$ cat config.mk
export PLATFORM = sky130hd
export DESIGN_NAME = rmq_isqrt
export DESIGN_NICKNAME = d
export VERILOG_FILES = /design/src/hdl/rmq_isqrt.sv
export SDC_FILE = /design/constraint.sdc
export NUM_CORES = 2
export LEC_CHECK = 0
export CORE_UTILIZATION = 57
export CTS_CLUSTER_SIZE = 40
export DETAILED_ROUTE_END_ITERATION = 12
export DONT_BUFFER_PORTS = 1
export PLACE_DENSITY = 0.85
export SLEW_MARGIN = 20
export SYNTH_ARGS = -nofsm -noshare
export SYNTH_HDL_FRONTEND = slang
export SYNTH_SLANG_ARGS = --single-unit
$ cat constraint.sdc
create_clock -name clk -period 3.2 [get_ports clk]
set_input_delay 0.32 -clock clk [delete_from_list [all_inputs] [get_ports clk]]
set_output_delay 0.32 -clock clk [all_outputs]
set_load 0.05 [all_outputs]
$ cat src/hdl/rmq_isqrt.sv
// Pipelined integer square root, one result bit per stage, with sideband.
// No package dependency.
`default_nettype none
module rmq_isqrt #(
  parameter int SW  = 44,
  parameter int RW  = 22,
  parameter int SBW = 89
) (
  input  logic           clk,
  input  logic           rst,
  input  logic           en,
  input  logic           in_vld,
  input  logic [SW-1:0]  in_val,
  input  logic [SBW-1:0] in_side,
  output logic           out_vld,
  output logic [RW-1:0]  out_root,
  output logic [SBW-1:0] out_side
);
  logic [SW-1:0]  rem_q  [RW];
  logic [SW-1:0]  res_q  [RW];
  logic           vld_q  [RW];
  logic [SBW-1:0] side_q [RW];

  for (genvar k = 0; k < RW; k++) begin : g_stage
    localparam logic [SW-1:0] BIT = {{(SW-1){1'b0}}, 1'b1} << (2*(RW-1-k));
    logic [SW-1:0]  rem_src, res_src, trial;
    logic           vld_src;
    logic [SBW-1:0] side_src;

    if (k == 0) begin : g_first
      assign rem_src  = in_val;
      assign res_src  = '0;
      assign vld_src  = in_vld;
      assign side_src = in_side;
    end else begin : g_rest
      assign rem_src  = rem_q[k-1];
      assign res_src  = res_q[k-1];
      assign vld_src  = vld_q[k-1];
      assign side_src = side_q[k-1];
    end

    assign trial = res_src + BIT;

    always_ff @(posedge clk) begin
      if (rst) begin
        vld_q[k] <= 1'b0;
      end else if (en) begin
        vld_q[k] <= vld_src;
      end
    end

    always_ff @(posedge clk) begin
      if (en) begin
        if (rem_src >= trial) begin
          rem_q[k] <= rem_src - trial;
          res_q[k] <= (res_src >> 1) + BIT;
        end else begin
          rem_q[k] <= rem_src;
          res_q[k] <= res_src >> 1;
        end
        side_q[k] <= side_src;
      end
    end
  end

  assign out_vld  = vld_q[RW-1];
  assign out_root = res_q[RW-1][RW-1:0];
  assign out_side = side_q[RW-1];

  a_rem_bound: assert property (@(posedge clk) disable iff (rst)
    vld_q[RW-1] |-> (rem_q[RW-1] <= (res_q[RW-1] << 1)))
    else $error("root remainder above 2*root");
endmodule
`default_nettype wire

Word-level counts from Yosys, hierarchy flattened
Memories as Yosys holds them, arrays and structs flattened.
Cells that the tools add are included.
{ "totals": {"regBits": 0, "ramBits": 3916, "input_bits": 137, "output_inout_bits": 112, "word_cells": 360, "n_memories": 4} }
{ "mem_list": {"columns": ["name", "depth", "width", "rd", "rd_clocked_by_memory_dff", "wr", "line", "text"], "rows": [
  ["side_q", 22, 89, 22, 0, 22, "22", "logic [SBW-1:0] side_q [RW];"],
  ["rem_q", 22, 44, 21, 0, 22, "19", "logic [SW-1:0] rem_q [RW];"],
  ["res_q", 22, 44, 22, 0, 22, "20", "logic [SW-1:0] res_q [RW];"],
  ["vld_q", 22, 1, 22, 0, 22, "21", "logic vld_q [RW];"]
]} }
{ "op_classes": {"addsub": 64, "n_lt_le_gt_ge": 22, "mux": 204, "n_bitwise": 66} }
{ "ops": {"columns": ["operator", "count"], "rows": [
  ["44-bit two-way mux", 44],
  ["44-bit greater-or-equal comparator", 21],
  ["44-bit subtractor", 21],
  ["1-bit two-way mux", 160],
  ["1-bit bitwise OR", 66],
  ["43-bit by 1-bit adder with 44-bit output (second input constant)", 1],
  ["43-bit by 11-bit adder with 44-bit output (second input constant)", 1],
  ["43-bit by 13-bit adder with 44-bit output (second input constant)", 1],
  ["43-bit by 15-bit adder with 44-bit output (second input constant)", 1],
  ["43-bit by 17-bit adder with 44-bit output (second input constant)", 1],
  ["43-bit by 19-bit adder with 44-bit output (second input constant)", 1],
  ["43-bit by 21-bit adder with 44-bit output (second input constant)", 1],
  ["43-bit by 23-bit adder with 44-bit output (second input constant)", 1],
  ["43-bit by 25-bit adder with 44-bit output (second input constant)", 1],
  ["43-bit by 27-bit adder with 44-bit output (second input constant)", 1],
  ["43-bit by 29-bit adder with 44-bit output (second input constant)", 1],
  ["43-bit by 3-bit adder with 44-bit output (second input constant)", 1],
  ["43-bit by 31-bit adder with 44-bit output (second input constant)", 1],
  ["43-bit by 33-bit adder with 44-bit output (second input constant)", 1],
  ["43-bit by 35-bit adder with 44-bit output (second input constant)", 1],
  ["43-bit by 37-bit adder with 44-bit output (second input constant)", 1],
  ["43-bit by 39-bit adder with 44-bit output (second input constant)", 1],
  ["43-bit by 41-bit adder with 44-bit output (second input constant)", 1],
  ["43-bit by 5-bit adder with 44-bit output (second input constant)", 1],
  ["other kinds (25)", 25]
]} }

Logic depth before layout (Yosys ltp)
An unclocked memory read counts as a cell.
{ "logic_depth": {"word_depth": 7, "depth_mapped": 14} }

Worst setup path after synthesis
Ideal clock, no wire load.
{ "synth_path": {"path_type": "register to register", "from": "mem rem_q[13][30], in the netlist rem_q[3][74]", "to": "mem rem_q[14][28], in the netlist rem_q[3][116] (data pin)", "setup_ns": 0.260, "arrival_ns": 3.125, "required_time_ns": 2.940, "slack_ns": -0.185, "path_stages_with_launch": 10, "period_less_slack_ns": 3.385, "path_cell_list": "edfxtp_1 or3_4 or4_4 or4_4 nor3_2 nand3_1 or4_1 o21ai_2 buf_8 mux2_2"} }
{ "synth_lines": {"columns": ["item", "line"], "rows": [
  ["from (decl)", "19"]
]} }

==> reports/summary.txt <==
GRT
-------------------------------------------------------------------------------------------------
Remaining global-route overflow                                                                 0
Wire length of the first global-routing pass                                             347.3 mm
Met3 demand-to-capacity share in global routing                                            3.711%
Most utilized layer in the global route result                                               met2
Combined global-route utilization of all metal layers                                      22.54%
Number of antenna violations at the first check in global routing                               7
GR Layer Usage met2                                                                        43.21%
Via count of the first global-routing pass                                                  60139
Fraction of met1 tracks used by global routing                                             23.43%
Pin count of the biggest net entering global routing                                          264

STA
-------------------------------------------------------------------------------------------------
Setup skew after layout                                                                0.09435 ns
Unrepaired setup endpoints after global routing                                               yes
Total Neg Setup Slack                                                                   -31.98 ns
Highest achievable clock rate                                                           234.3 MHz
Final critical delay including setup and external delays                                 4.268 ns
Slew margin rel.                                                                           39.10%
Final Slew Violations                                                                           0
Final critical-path share of the clock period                                              133.4%
Count of endpoints failing hold in the final timing report                                      0
Transition time of the tightest slew-check pin                                          0.9134 ns
Worst path setup slack after routing                                                    -1.068 ns
Final setup fails                                                                             148

CTS
-------------------------------------------------------------------------------------------------
Master cell of the clock root buffer                                                 sky130_fd_sc_hd__clkbuf_16
Clock latency of the later-clocked register in the worst-skew pair                        0.99 ns
Level count of the clock H-tree                                                                 5
Clock transition at path regs                                                             0.07 ns
TritonCTS Buffers                                                                             321
CTS tree                                                                                      yes
Clock sink count                                                                             3157
Bufs on Longest Clock Path                                                                      4

SETUP PATH
-------------------------------------------------------------------------------------------------
Critical setup path kind                                                             flip-flop to flip-flop
Delay of the slowest cell on the worst path                                               0.65 ns
Worst Reg-to-Reg Cells                                                                         11
Internal reg-to-reg setup slack                                                          -1.07 ns
Worst R2R Start                                                                      res_q[3][67]
Ordered cell list for the critical path                                              inv_1, ha_1, a21o_1, a21oi_1, nor4b_1, a211oi_1, buf_4, o21a_1, buf_4, nor4_4, xor2_2
Destination of the worst register-to-register timing path                            rem_q[3][126]
Critical path peak fanout                                                                       5
Required time reported for the critical path endpoint                                     3.90 ns
Worst-path cell with the longest stage delay                                         sky130_fd_sc_hd__nor4_4
Worst Setup Start Kind                                                                  flip-flop
Cell repeated most along the worst path                                              sky130_fd_sc_hd__buf_4
Nature of the critical path endpoint                                                    flip-flop
Data arrival time of the worst path                                                       4.97 ns

FLOORPLAN
-------------------------------------------------------------------------------------------------
Starting density of the core                                                               57.51%
Die Span X                                                                           451.5 microns
Row cnt                                                                                       164
Height of the chip                                                                   451.5 microns
Ports placed on the boundary                                                                  249
Placeable core area                                                                  0.2003 sq mm
Area of the die                                                                      0.2039 sq mm

CELLS AND AREA
-------------------------------------------------------------------------------------------------
Total Nets Final                                                                             7692
Layout cells sized above 1                                                                 16.48%
P&R area growth vs syn                                                                     18.78%
Number of standard cells in the final layout excluding fillers                              10173

SYNTH
-------------------------------------------------------------------------------------------------
Most area-consuming cells after synthesis                                            sky130_fd_sc_hd__edfxtp_1 82%, sky130_fd_sc_hd__ha_1 3.0%, sky130_fd_sc_hd__xnor2_1 1.5%
Flops & latches, synth                                                                       3157
Number of warnings issued by yosys                                                              0
Synthesized area per cell                                                             18.22 sq um
Biggest area consumer among synthesized cells                                        sky130_fd_sc_hd__edfxtp_1
Top flip-flop cell by instance count after synthesis                                 sky130_fd_sc_hd__edfxtp_1
Number of distinct library cell variants in the gate-level netlist after synthesis             87
Area share of the largest cell type after synthesis                                        82.31%
Most frequent cell after synthesis                                                   sky130_fd_sc_hd__edfxtp_1
Leading cell types by count after synthesis                                          3157 x sky130_fd_sc_hd__edfxtp_1, 333 x sky130_fd_sc_hd__inv_1, 318 x sky130_fd_sc_hd__nand2_1, 272 x sky130_fd_sc_hd__ha_1, 246 x sky130_fd_sc_hd__o21ai_0
Area of the mapped netlist                                                           0.1152 sq mm
Number of nets in the synthesized netlist                                                    6730
Share of the yosys chip area belonging to registers                                        82.31%
Share of synthesized registers carrying an async set or reset                                  0%
Number of synthesized flops with an enable pin                                               3157
Synthesized netlist cell count                                                               6321

PLACED DESIGN
-------------------------------------------------------------------------------------------------
DP Wirelength                                                                            126.5 mm
# placed instances                                                                           9282
GP Congestion                                                                              0.9031
Quantity of I/O buffers inserted on ports                                                       0

ROUTE
-------------------------------------------------------------------------------------------------
Number of design-rule violations left by the first detailed-router iteration                 5760
First drt pass iteration count                                                                  8
Routed via count divided by cell count                                                      5.715
# DRC                                                                                           0
Wirelength, routed                                                                       243.7 mm
Routed length per instance                                                           23.96 microns
Via total after detailed routing                                                            58135
Antenna viol nets, final                                                                        0

RUN STATUS
-------------------------------------------------------------------------------------------------
Violations in the final reports                                                      setup timing
Run status                                                                           finished, violations left

POWER
-------------------------------------------------------------------------------------------------
Total power density per cell area                                                    721.2 mW/mm^2
Total Power                                                                              98.67 mW
Reported leakage power                                                                   49.24 nW
Max IR drop VDD                                                                         0.6316 mV

MIN PATH
-------------------------------------------------------------------------------------------------
Hold_sp                                                                               in_side[17]
Type of the tightest min-delay check                                                 primary input to flip-flop
Count of cells along the worst hold path                                                        1
Hold Crit Endpoint                                                                   side_q[0][17]

FLOW RUN
-------------------------------------------------------------------------------------------------
Maximum Capacitance Violations                                                                  0

-- worst max-delay path by stage --
stage	end	startpoint	slack, ns
after floorplan	rem_q[3][116]	rem_q[3][74]	-0.17
after global placement	rem_q[4][166]	en	-2.15
after detailed placement	side_q[4][320]	en	-2.13
after CTS	rem_q[3][126]	rem_q[3][76]	-0.38
after global routing	rem_q[3][126]	rem_q[3][67]	-1.01
final	rem_q[3][126]	res_q[3][67]	-1.07
-- worst max-delay path, delay by kind of cell (launching register included) --
kind	cells	cell delay (ns)
AOI/OAI and AO/OA	4	0.99
and+or+nand+nor	2	1.17
xor gates and xnor gates	1	0.56
DFF	1	0.40
buffers and inverters	3	0.50
adders and majority gates	1	0.36
-- routing by layer --
layer / up-vias / part of all wire (%)
li1: 26172 / -
met1: 28397 / 34
met2: 2630 / 54
met3: 930 / 5.6
met4: 6 / 6.0
met5: - / 0.018
-- final cells by class --
class                      instances  area [sq um]
sequential                      3157         94800
fill                           12039         63460
multi-input combinational       2742         20250
clock buffer                     385          8379
timing repair buffer             727          7181
tap                             2656          3323
clock inverter                   171          1622
inverter                         334          1254
antenna                            1         2.502
-- timing repair --
| action | CTS | global route |
|---|---|---|
| gates resized for setup | 105 | 255 |
| buffers inserted | 26 | 49 |
| setup endpoints to repair | 838 | 553 |
| pin swaps | 21 | 68 |
| cloned | 12 | 12 |
| endpoints found under the hold margin | 525 | 0 |
| hold buffers | 241 | 0 |
-- through the flow --
stage	util, %	setup WS (ns)	area [sq um]	hold slack, ns
after floorplan	-	-0.1705	115200	0.4003
after global placement	60.67	-2.152	121500	0.4000
after detailed placement	60.72	-2.134	121600	0.4045
after CTS	67.39	-0.3814	135000	0.003148
after global routing	68.31	-1.011	136800	0.002687
final	68.31	-1.068	136800	0.02605
-- layout by cell type, fill, tap and decap left out, drive strengths merged, types with 14 or more instances in the layout --
cell	synthesis	final
or4	43	43
or2	18	18
bufinv	0	30
xor2	196	196
nor4	133	133
a211oi	18	18
nor2	215	215
o21a	60	60
nor2b	47	47
edfxtp	3157	3157
inv	333	341
clkinvlp	0	18
buf	9	466
xnor2	201	201
a21o	80	80
a21oi	196	196
nor4b	22	22
nor3b	14	14
clkinv	1	116
o31ai	24	24
and2	39	39
ha	272	272
o21ai	252	252
nor3	138	138
clkbuf	79	396
o21bai	19	19
nand2b	63	63
and3	14	14
nand3b	17	17
dlygate4sd3	0	239
or3	45	45
mux2	40	40
nand2	318	318
nand4	54	54
nand3	61	61
-- kinds of logic (layout without fill, tap and decap cells) --
family,Yosys count,after routing,synth area share (%)
mux,49,49,0.4693
other cells,0,1,0
fa+ha+maj,272,272,2.955
flops,3157,3157,82.31
buf+inv,422,1617,1.420
simple gates,1276,1276,5.840
compound gates,748,748,3.992
xor+xnor,397,397,3.019
-- state kept, by name (all words and copies together), names as in the netlist --
register / flops
rem_q: 924
res_q: 253
side_q: 1958
vld_q: 22
-- power by group --
part | leakage, nW | total [mW] | internal (mW) | switching (mW)
logic | 13.7 | 10.1 | 4.28 | 5.77
registers | 30.7 | 51.9 | 49.6 | 2.36
clock network | 4.85 | 36.7 | 21.1 | 15.6
Power figures use the tool's default switching activity.
