### src/hdl/rmq_pkg.sv
// Shared types and constants for the rotation matrix to quaternion block.
// No dependencies.
`default_nettype none
package rmq_pkg;
  localparam int IN_W    = 18;
  localparam int OUT_W   = 18;
  localparam int OUT_MAX = 131071;
  localparam int OUT_MIN = -131072;
  localparam int NLANE   = 4;
  localparam int LANE_W  = 0;

  typedef logic signed [IN_W-1:0]  in_fld_t;
  typedef logic signed [OUT_W-1:0] out_fld_t;

  typedef struct packed {
    logic [NLANE-1:0] neg;
    logic             deg;
  } rmq_flags_t;
endpackage
`default_nettype wire

### src/hdl/rmq_sel.sv
// Branch choice, magnitudes, squares and sum of squares (four stages).
// Depends on rmq_pkg.
`default_nettype none
module rmq_sel #(
  parameter int FRAC_BITS = 16,
  parameter int AW        = 22,
  parameter int MW        = 21,
  parameter int SW        = 44
) (
  input  logic                                clk,
  input  logic                                rst,
  input  logic                                en,
  input  logic                                in_vld,
  input  rmq_pkg::in_fld_t                    xx,
  input  rmq_pkg::in_fld_t                    xy,
  input  rmq_pkg::in_fld_t                    xz,
  input  rmq_pkg::in_fld_t                    yx,
  input  rmq_pkg::in_fld_t                    yy,
  input  rmq_pkg::in_fld_t                    yz,
  input  rmq_pkg::in_fld_t                    zx,
  input  rmq_pkg::in_fld_t                    zy,
  input  rmq_pkg::in_fld_t                    zz,
  output logic                                out_vld,
  output logic [rmq_pkg::NLANE-1:0][MW-1:0]   mag,
  output rmq_pkg::rmq_flags_t                 flags,
  output logic [SW-1:0]                       sum
);
  import rmq_pkg::*;

  localparam logic signed [AW-1:0] ONE = {{(AW-1){1'b0}}, 1'b1} << FRAC_BITS;

  logic signed [AW-1:0] exx, exy, exz, eyx, eyy, eyz, ezx, ezy, ezz;
  logic signed [AW-1:0] trace, arg_next;
  logic signed [AW-1:0] p_next [NLANE];
  logic signed [AW-1:0] p [NLANE];
  logic                 v1, deg1;

  logic [MW-1:0]     mag2 [NLANE];
  logic [NLANE-1:0]  neg2;
  logic              v2, deg2;

  logic [2*MW-1:0]   sq3 [NLANE];
  logic [MW-1:0]     mag3 [NLANE];
  rmq_flags_t        flags3;
  logic              v3;

  logic [MW-1:0]     mag4 [NLANE];
  rmq_flags_t        flags4;
  logic [SW-1:0]     sum4;
  logic              v4;

  assign exx = AW'(xx);
  assign exy = AW'(xy);
  assign exz = AW'(xz);
  assign eyx = AW'(yx);
  assign eyy = AW'(yy);
  assign eyz = AW'(yz);
  assign ezx = AW'(zx);
  assign ezy = AW'(zy);
  assign ezz = AW'(zz);
  assign trace = exx + eyy + ezz;

  always_comb begin
    priority if (trace > 0) begin
      arg_next  = ONE + trace;
      p_next[0] = arg_next;
      p_next[1] = ezy - eyz;
      p_next[2] = exz - ezx;
      p_next[3] = eyx - exy;
    end else if (exx > eyy && exx > ezz) begin
      arg_next  = ONE + exx - eyy - ezz;
      p_next[0] = ezy - eyz;
      p_next[1] = arg_next;
      p_next[2] = exy + eyx;
      p_next[3] = exz + ezx;
    end else if (eyy > ezz) begin
      arg_next  = ONE + eyy - exx - ezz;
      p_next[0] = exz - ezx;
      p_next[1] = exy + eyx;
      p_next[2] = arg_next;
      p_next[3] = eyz + ezy;
    end else begin
      arg_next  = ONE + ezz - exx - eyy;
      p_next[0] = eyx - exy;
      p_next[1] = exz + ezx;
      p_next[2] = eyz + ezy;
      p_next[3] = arg_next;
    end
  end

  always_ff @(posedge clk) begin
    if (rst) begin
      v1 <= 1'b0;
      v2 <= 1'b0;
      v3 <= 1'b0;
      v4 <= 1'b0;
    end else if (en) begin
      v1 <= in_vld;
      v2 <= v1;
      v3 <= v2;
      v4 <= v3;
    end
  end

  always_ff @(posedge clk) begin
    if (en) begin
      for (int i = 0; i < NLANE; i++) begin
        p[i]    <= p_next[i];
        mag2[i] <= p[i][AW-1] ? MW'(-p[i]) : MW'(p[i]);
        neg2[i] <= p[i][AW-1];
        sq3[i]  <= (2*MW)'(mag2[i]) * (2*MW)'(mag2[i]);
        mag3[i] <= mag2[i];
        mag4[i] <= mag3[i];
      end
      deg1       <= arg_next[AW-1] || (arg_next == '0);
      deg2       <= deg1;
      flags3.neg <= neg2;
      flags3.deg <= deg2;
      flags4     <= flags3;
      sum4       <= SW'(sq3[0]) + SW'(sq3[1]) + SW'(sq3[2]) + SW'(sq3[3]);
    end
  end

  always_comb begin
    for (int i = 0; i < NLANE; i++) begin
      mag[i] = mag4[i];
    end
  end
  assign flags   = flags4;
  assign sum     = sum4;
  assign out_vld = v4;
endmodule
`default_nettype wire

### config.mk
export PLATFORM = sky130hd
export DESIGN_NAME = rmq_sel
export DESIGN_NICKNAME = d
export VERILOG_FILES = /design/src/hdl/rmq_pkg.sv /design/src/hdl/rmq_sel.sv
export SDC_FILE = /design/constraint.sdc
export NUM_CORES = 2
export LEC_CHECK = 0
export ABC_AREA = 1
export BUFFER_PORTS_ARGS = -buffer_cell sky130_fd_sc_hd__buf_4
export CORE_UTILIZATION = 40
export DETAILED_ROUTE_END_ITERATION = 8
export GPL_TIMING_DRIVEN = 1
export SETUP_SLACK_MARGIN = 0.1
export SYNTH_ARGS = -nofsm -noshare
export SYNTH_HDL_FRONTEND = slang
export SYNTH_SLANG_ARGS = --single-unit
### constraint.sdc
create_clock -name clk -period 18.3 [get_ports clk]
set_input_delay 0.915 -clock clk [delete_from_list [all_inputs] [get_ports clk]]
set_output_delay 0.915 -clock clk [all_outputs]
set_load 0.1 [all_outputs]
### After elaboration in Yosys (flattened, before gate mapping)

Memories as Yosys holds them, arrays and structs flattened.
Index checks and enable logic that the tools add are counted.

| storage, ports and cells | value |
|---|---|
| output and inout port bits | 134 |
| bits in registers | 64 |
| logic and storage cells | 65 |
| memory bits (writable) | 508 |
| input bits | 166 |
| memories | 5 |

| operators by class | value |
|---|---|
| magnitude comparators | 4 |
| multiplexer cells | 12 |
| multipliers | 4 |
| add/sub/neg operators | 25 |
| reduce and logical (&&, ||, !) cells | 3 |

Memory list:

| memory | words | bits a word | read ports | clocked after Yosys merged registers in | write ports | RTL line | source |
|---|---|---|---|---|---|---|---|
| sq3 | 4 | 42 | 4 | 0 | 4 | rmq_sel.sv:42 | `logic [2*MW-1:0] sq3 [NLANE];` |
| p | 4 | 22 | 4 | 0 | 4 | rmq_sel.sv:35 | `logic signed [AW-1:0] p [NLANE];` |
| mag2 | 4 | 21 | 4 | 0 | 4 | rmq_sel.sv:38 | `logic [MW-1:0] mag2 [NLANE];` |
| mag3 | 4 | 21 | 4 | 0 | 4 | rmq_sel.sv:43 | `logic [MW-1:0] mag3 [NLANE];` |
| mag4 | 4 | 21 | 4 | 0 | 4 | rmq_sel.sv:47 | `logic [MW-1:0] mag4 [NLANE];` |

Operators with widths:

| kind | count |
|---|---|
| 88-bit 2-to-1 mux | 3 |
| 21-bit by 21-bit multiplier with 42-bit output | 4 |
| 21-bit 2-to-1 mux | 4 |
| 21-bit negator | 4 |
| 18-bit by 18-bit adder with 19-bit output | 4 |
| 22-bit 2-to-1 mux | 3 |
| 20-bit by 18-bit subtractor with 21-bit output | 3 |
| 19-bit by 18-bit subtractor with 20-bit output | 3 |
| 18-bit by 18-bit adder with 19-bit output, first input constant | 3 |
| 18-bit by 18-bit subtractor with 19-bit output | 3 |
| 18-bit > comparator | 3 |
| 43-bit by 42-bit adder with 44-bit output | 1 |
| 44-bit by 42-bit adder with 44-bit output | 1 |
| 42-bit by 42-bit adder with 43-bit output | 1 |
| 22-bit zero test | 1 |
| 18-bit by 20-bit adder with 21-bit output, first input constant | 1 |
| 19-bit by 18-bit adder with 20-bit output | 1 |
| 20-bit by 1-bit > comparator with 1-bit output, second input constant | 1 |
| 1-bit 2-to-1 mux | 2 |
| 1-bit logical AND | 1 |
| 1-bit logical OR | 1 |

### Logic depth before layout (Yosys ltp)

| depth | value |
|---|---|
| word-level depth | 8 |
| mapped depth | 30 |
| depth with buffers taken out | 29 |

### Worst setup path after synthesis

OpenSTA, ideal clock, no wires.

| timing | value |
|---|---|
| path kind | reg-to-reg |
| start | memory mag2[1][8] |
| end | memory sq3[1][38] in the netlist's numbering (data pin) |
| required time | 18,040 ps |
| path buffers | 1 |
| arrival | 6,184 ps |
| setup time | 260 ps |
| cell stages (with the launch flop) | 30 |
| setup slack | 11,856 ps |
| clock period less this slack | 6,444 ps |
| cells stage by stage | edfxtp_1 clkbuf_1 nand2_1 fa_1 inv_1 fa_1 inv_1 fa_1 inv_1 fa_1 inv_1 fa_1 inv_1 fa_1 inv_1 fa_1 inv_1 ha_1 a21o_1 a21oi_1 nand2_1 nand2_1 nand2_1 a21oi_1 o21bai_1 a21oi_1 o21ai_1 nand2_1 nand2_1 xor2_1 |

RTL lines:

| what | RTL line |
|---|---|
| start: declaration | rmq_sel.sv:38 |
| end: declaration | rmq_sel.sv:42 |

==> flow_metrics.py <==
metrics = {
    "cells_and_area": {
        "fillCellCount": 21400,
        "seqCellArea_um2": 16800,
        "multi_input_area_um2": 61300,
        "nets": 12800,
        "fin_cells": 13200,
        "drive_above_1_share_pct": 5.26,
        "final_util_pct": 43.9,
        "syn_to_final_growth_pct": 8.90,
    },
    "global_route": {
        "grt_max_degree": 106,
        "antenna_found_initial": 17,
        "grt_first_pass_wirelength_um": 409000,
        "first_global_vias": 70000,
        "grt_usage_pct": 24.0,
        "grt.overflow.total": 0,
    },
    "worst_hold_path": {
        "min_from": "mag3[1][12]",
        "hold_depth": 0,
        "holdPathEnd": "mag4[1][12]",
        "hp-class": "flip-flop to flip-flop",
    },
    "route": {
        "wire_per_inst_um": 20.1,
        "drcViolationCount": 0,
        "drt_iter0_drc": 5015,
        "vias": 66300,
        "routed_via_density": 5.02,
        "drt_first_pass_iters": 5,
        "antenna_left": 0,
        "wl_um": 265000,
    },
    "synthesis": {
        "ys_seq_area_share_pct": 18.9,
        "yosysTopAreaCellShare_pct": 31.7,
        "netlist_top_cells_area": "fa_1 (32%), edfxtp_1 (19%), ha_1 (14%)",
        "synth_area_um2": 88800,
        "synth_edf_count": 556,
        "ys_async_sr_fraction_pct": 0,
        "yosysTopAreaCell": "fa_1",
        "ys_types": 67,
        "synth_area_per_cell_um2": 8.89,
        "ys_seq_elements": 560,
        "synth_warnings": 0,
        "synth_ff_type": "edfxtp_1",
        "synthCells": 9990,
    },
    "sta": {
        "rsz0062_at_grt": "false",
        "setup-violations-final": 0,
        "min_period_ps": 7530,
        "hold_viol": 0,
        "worst_slew_pin_slew_ps": 1180,
        "finalMaxSlewViolations": 0,
        "slew_headroom_pct": 21.6,
        "finClkSkew_ps": 50.3,
        "fin_crit_sh_pct": 41.1,
        "tns_ps": 0,
        "max_freq_mhz": 133,
    },
    "clock_network": {
        "root_buffer": "clkbuf_16",
        "clk_pin_slew_ps": 70,
        "h-tree-depth": 3,
        "tritoncts": "yes",
        "cts_hold_buffers": 0,
        "clk-insertion-delay-late_ps": 710,
        "max-clock-path-buffers": 3,
        "post_cts_buffers": 0,
        "cts-resized-gates": 0,
        "cts-buffers-inserted": 73,
        "clock_sinks": 560,
    },
    "floorplanning": {
        "initial_core_util_pct": 40.4,
        "die_area_um2": 224000,
        "std_cell_rows": 172,
        "die_h_um": 473,
        "core_um2": 220000,
        "die_width_um": 473,
        "io_pins": 300,
    },
    "place": {
        "port_buffers": 299,
        "place.detailed.hpwl_um": 222000,
        "place_inst": 13100,
        "place.gp.congestion": 0.964,
    },
    "critical_path": {
        "start_kind": "flip-flop",
        "crit_arrival_ps": 7980,
        "r2r-end": "sq3[0][40]",
        "reg2reg_depth": 23,
        "slowest_delay_ps": 1130,
        "crit_chain": "nand2_1 -> fa_1 -> fa_1 -> fa_1 -> inv_1 -> fa_1 -> fa_1 -> fa_1 -> inv_1 -> fa_1 -> inv_1 -> ha_1 -> a21oi_1 -> o21ai_0 -> a21oi_1 -> nand2_1 -> a21oi_1 -> o21bai_1 -> a21oi_1 -> o21ai_1 -> nand2_1 -> nand2_1 -> xor2_1",
        "cpMostUsedCell": "fa_1",
        "required_ps": 18750,
        "slowest_stage": "edfxtp_1",
        "reg2reg_slack_ps": 10770,
        "crit_path_end_kind": "flip-flop",
        "crit_start": "mag2[0][7]",
        "worstSetupPathType": "flip-flop to flip-flop",
        "crit_fanout": 23,
        "r2r_start": "mag2[0][7]",
    },
    "run": {
        "cap_violations": 0,
    },
    "status": {
        "status": "finished, final reports clean",
    },
}
[worst max-delay path by stage]
stage	cells after the start	end	slack, ps
6_report	23	sq3[0][40]	10770
3_5_place_dp	23	sq3[0][40]	10820
3_3_place_gp	29	sq3[0][38]	10890
4_1_cts	28	sq3[0][38]	10810
5_1_grt	25	sq3[0][40]	10300
2_1_floorplan	29	sq3[1][38]	11860
[logic make-up after synthesis]
family | Yosys count | synth area share [%]
AOI/OAI and AO/OA | 1033 | 6.54
xor gates and xnor gates | 455 | 4.49
adders and majority gates | 2403 | 45.7
buffers and inverters | 2843 | 12.2
DFF | 560 | 18.9
muxes | 6 | 0.0676
other | 2 | 0.00845
and+or+nand+nor | 2688 | 12.1
[flip-flops by register name (all words and copies together) (netlist names)]
register and count:
deg1 1, v1 1, out_vld 1, sq3 164, sum 44, p 84
deg2 1, flags 5, flags3 5, v3 1, v2 1, neg2 4
mag4 84, mag3 80, mag2 84
[per-stage QoR]
stage | area [um^2] | setup slack (ps) | hold WS [ps]
6_report | 96700 | 10770 | 391
5_1_grt | 96700 | 10300 | 408
4_1_cts | 96700 | 10810 | 372
3_5_place_dp | 94300 | 10820 | 405
3_3_place_gp | 94300 | 10890 | 401
2_1_floorplan | 88800 | 11860 | 400
[final cells by class]
type                    instances  area share (%)
diodes                          2         0.00517
inverters                    2591            10.1
clock inverters                50           0.568
multi-input cells            6588            63.3
clock buffers                  84            1.95
flip-flops and latches        560            17.3
repair buffers                377            2.93
well taps                    2958            3.83
[synth_stat cells, types with 11 or more instances]
| cell | instances |
|---|---|
| a21o_1 | 20 |
| a21oi_1 | 460 |
| a31oi_1 | 61 |
| buf_2 | 29 |
| buf_4 | 11 |
| clkbuf_1 | 196 |
| edfxtp_1 | 556 |
| fa_1 | 1405 |
| ha_1 | 998 |
| inv_1 | 2585 |
| nand2_1 | 1864 |
| nand3_1 | 187 |
| nand3b_1 | 11 |
| nand4_1 | 41 |
| nor2_1 | 446 |
| nor3_1 | 65 |
| nor4_1 | 25 |
| o211ai_1 | 43 |
| o21a_1 | 13 |
| o21ai_0 | 246 |
| o21ai_1 | 63 |
| o21bai_1 | 41 |
| o31ai_1 | 26 |
| or2_2 | 14 |
| xnor2_1 | 155 |
| xor2_1 | 300 |
[metal layers]
metal | track usage [%] | share of wire (%)
met5 | 0 | 0.023
met4 | 11.4 | 5.3
met3 | 2.40 | 5.1
met2 | 40.4 | 48
met1 | 30.9 | 42
[cells in the final DEF, fill, tap and decap left out, types with 7 or more instances in the layout]
master	netlist	routed
inv_1	2585	2585
nand2_1	1864	1864
fa_1	1405	1405
ha_1	998	998
edfxtp_1	556	556
a21oi_1	460	460
nor2_1	446	446
buf_4	11	376
xor2_1	300	300
o21ai_0	246	246
nand3_1	187	187
xnor2_1	155	155
clkbuf_16	0	74
nor3_1	65	65
o21ai_1	63	63
a31oi_1	61	61
o211ai_1	43	43
o21bai_1	41	41
nand4_1	41	41
o31ai_1	26	26
nor4_1	25	25
a21o_1	20	20
or2_2	14	14
o21a_1	13	13
clkinv_1	3	12
nand3b_1	11	11
clkbuf_1	196	10
and2_1	8	8
inv_6	0	8
clkinvlp_4	0	8
a221oi_1	7	7
nand2_2	7	7
clkinv_2	0	7
bufinv_16	0	7
[critical path: cells and delay by family, from the launching register on]
kind	cells	cell delay [ps]
xor gates and xnor gates	1	140
DFF	1	1130
adders and majority gates	8	3880
and+or+nand+nor	4	490
AOI/OAI and AO/OA	7	1470
buffers and inverters	3	150
Power is not shown: default switching activity piles up to over one toggle a cycle in this logic, so the estimate is an artifact.
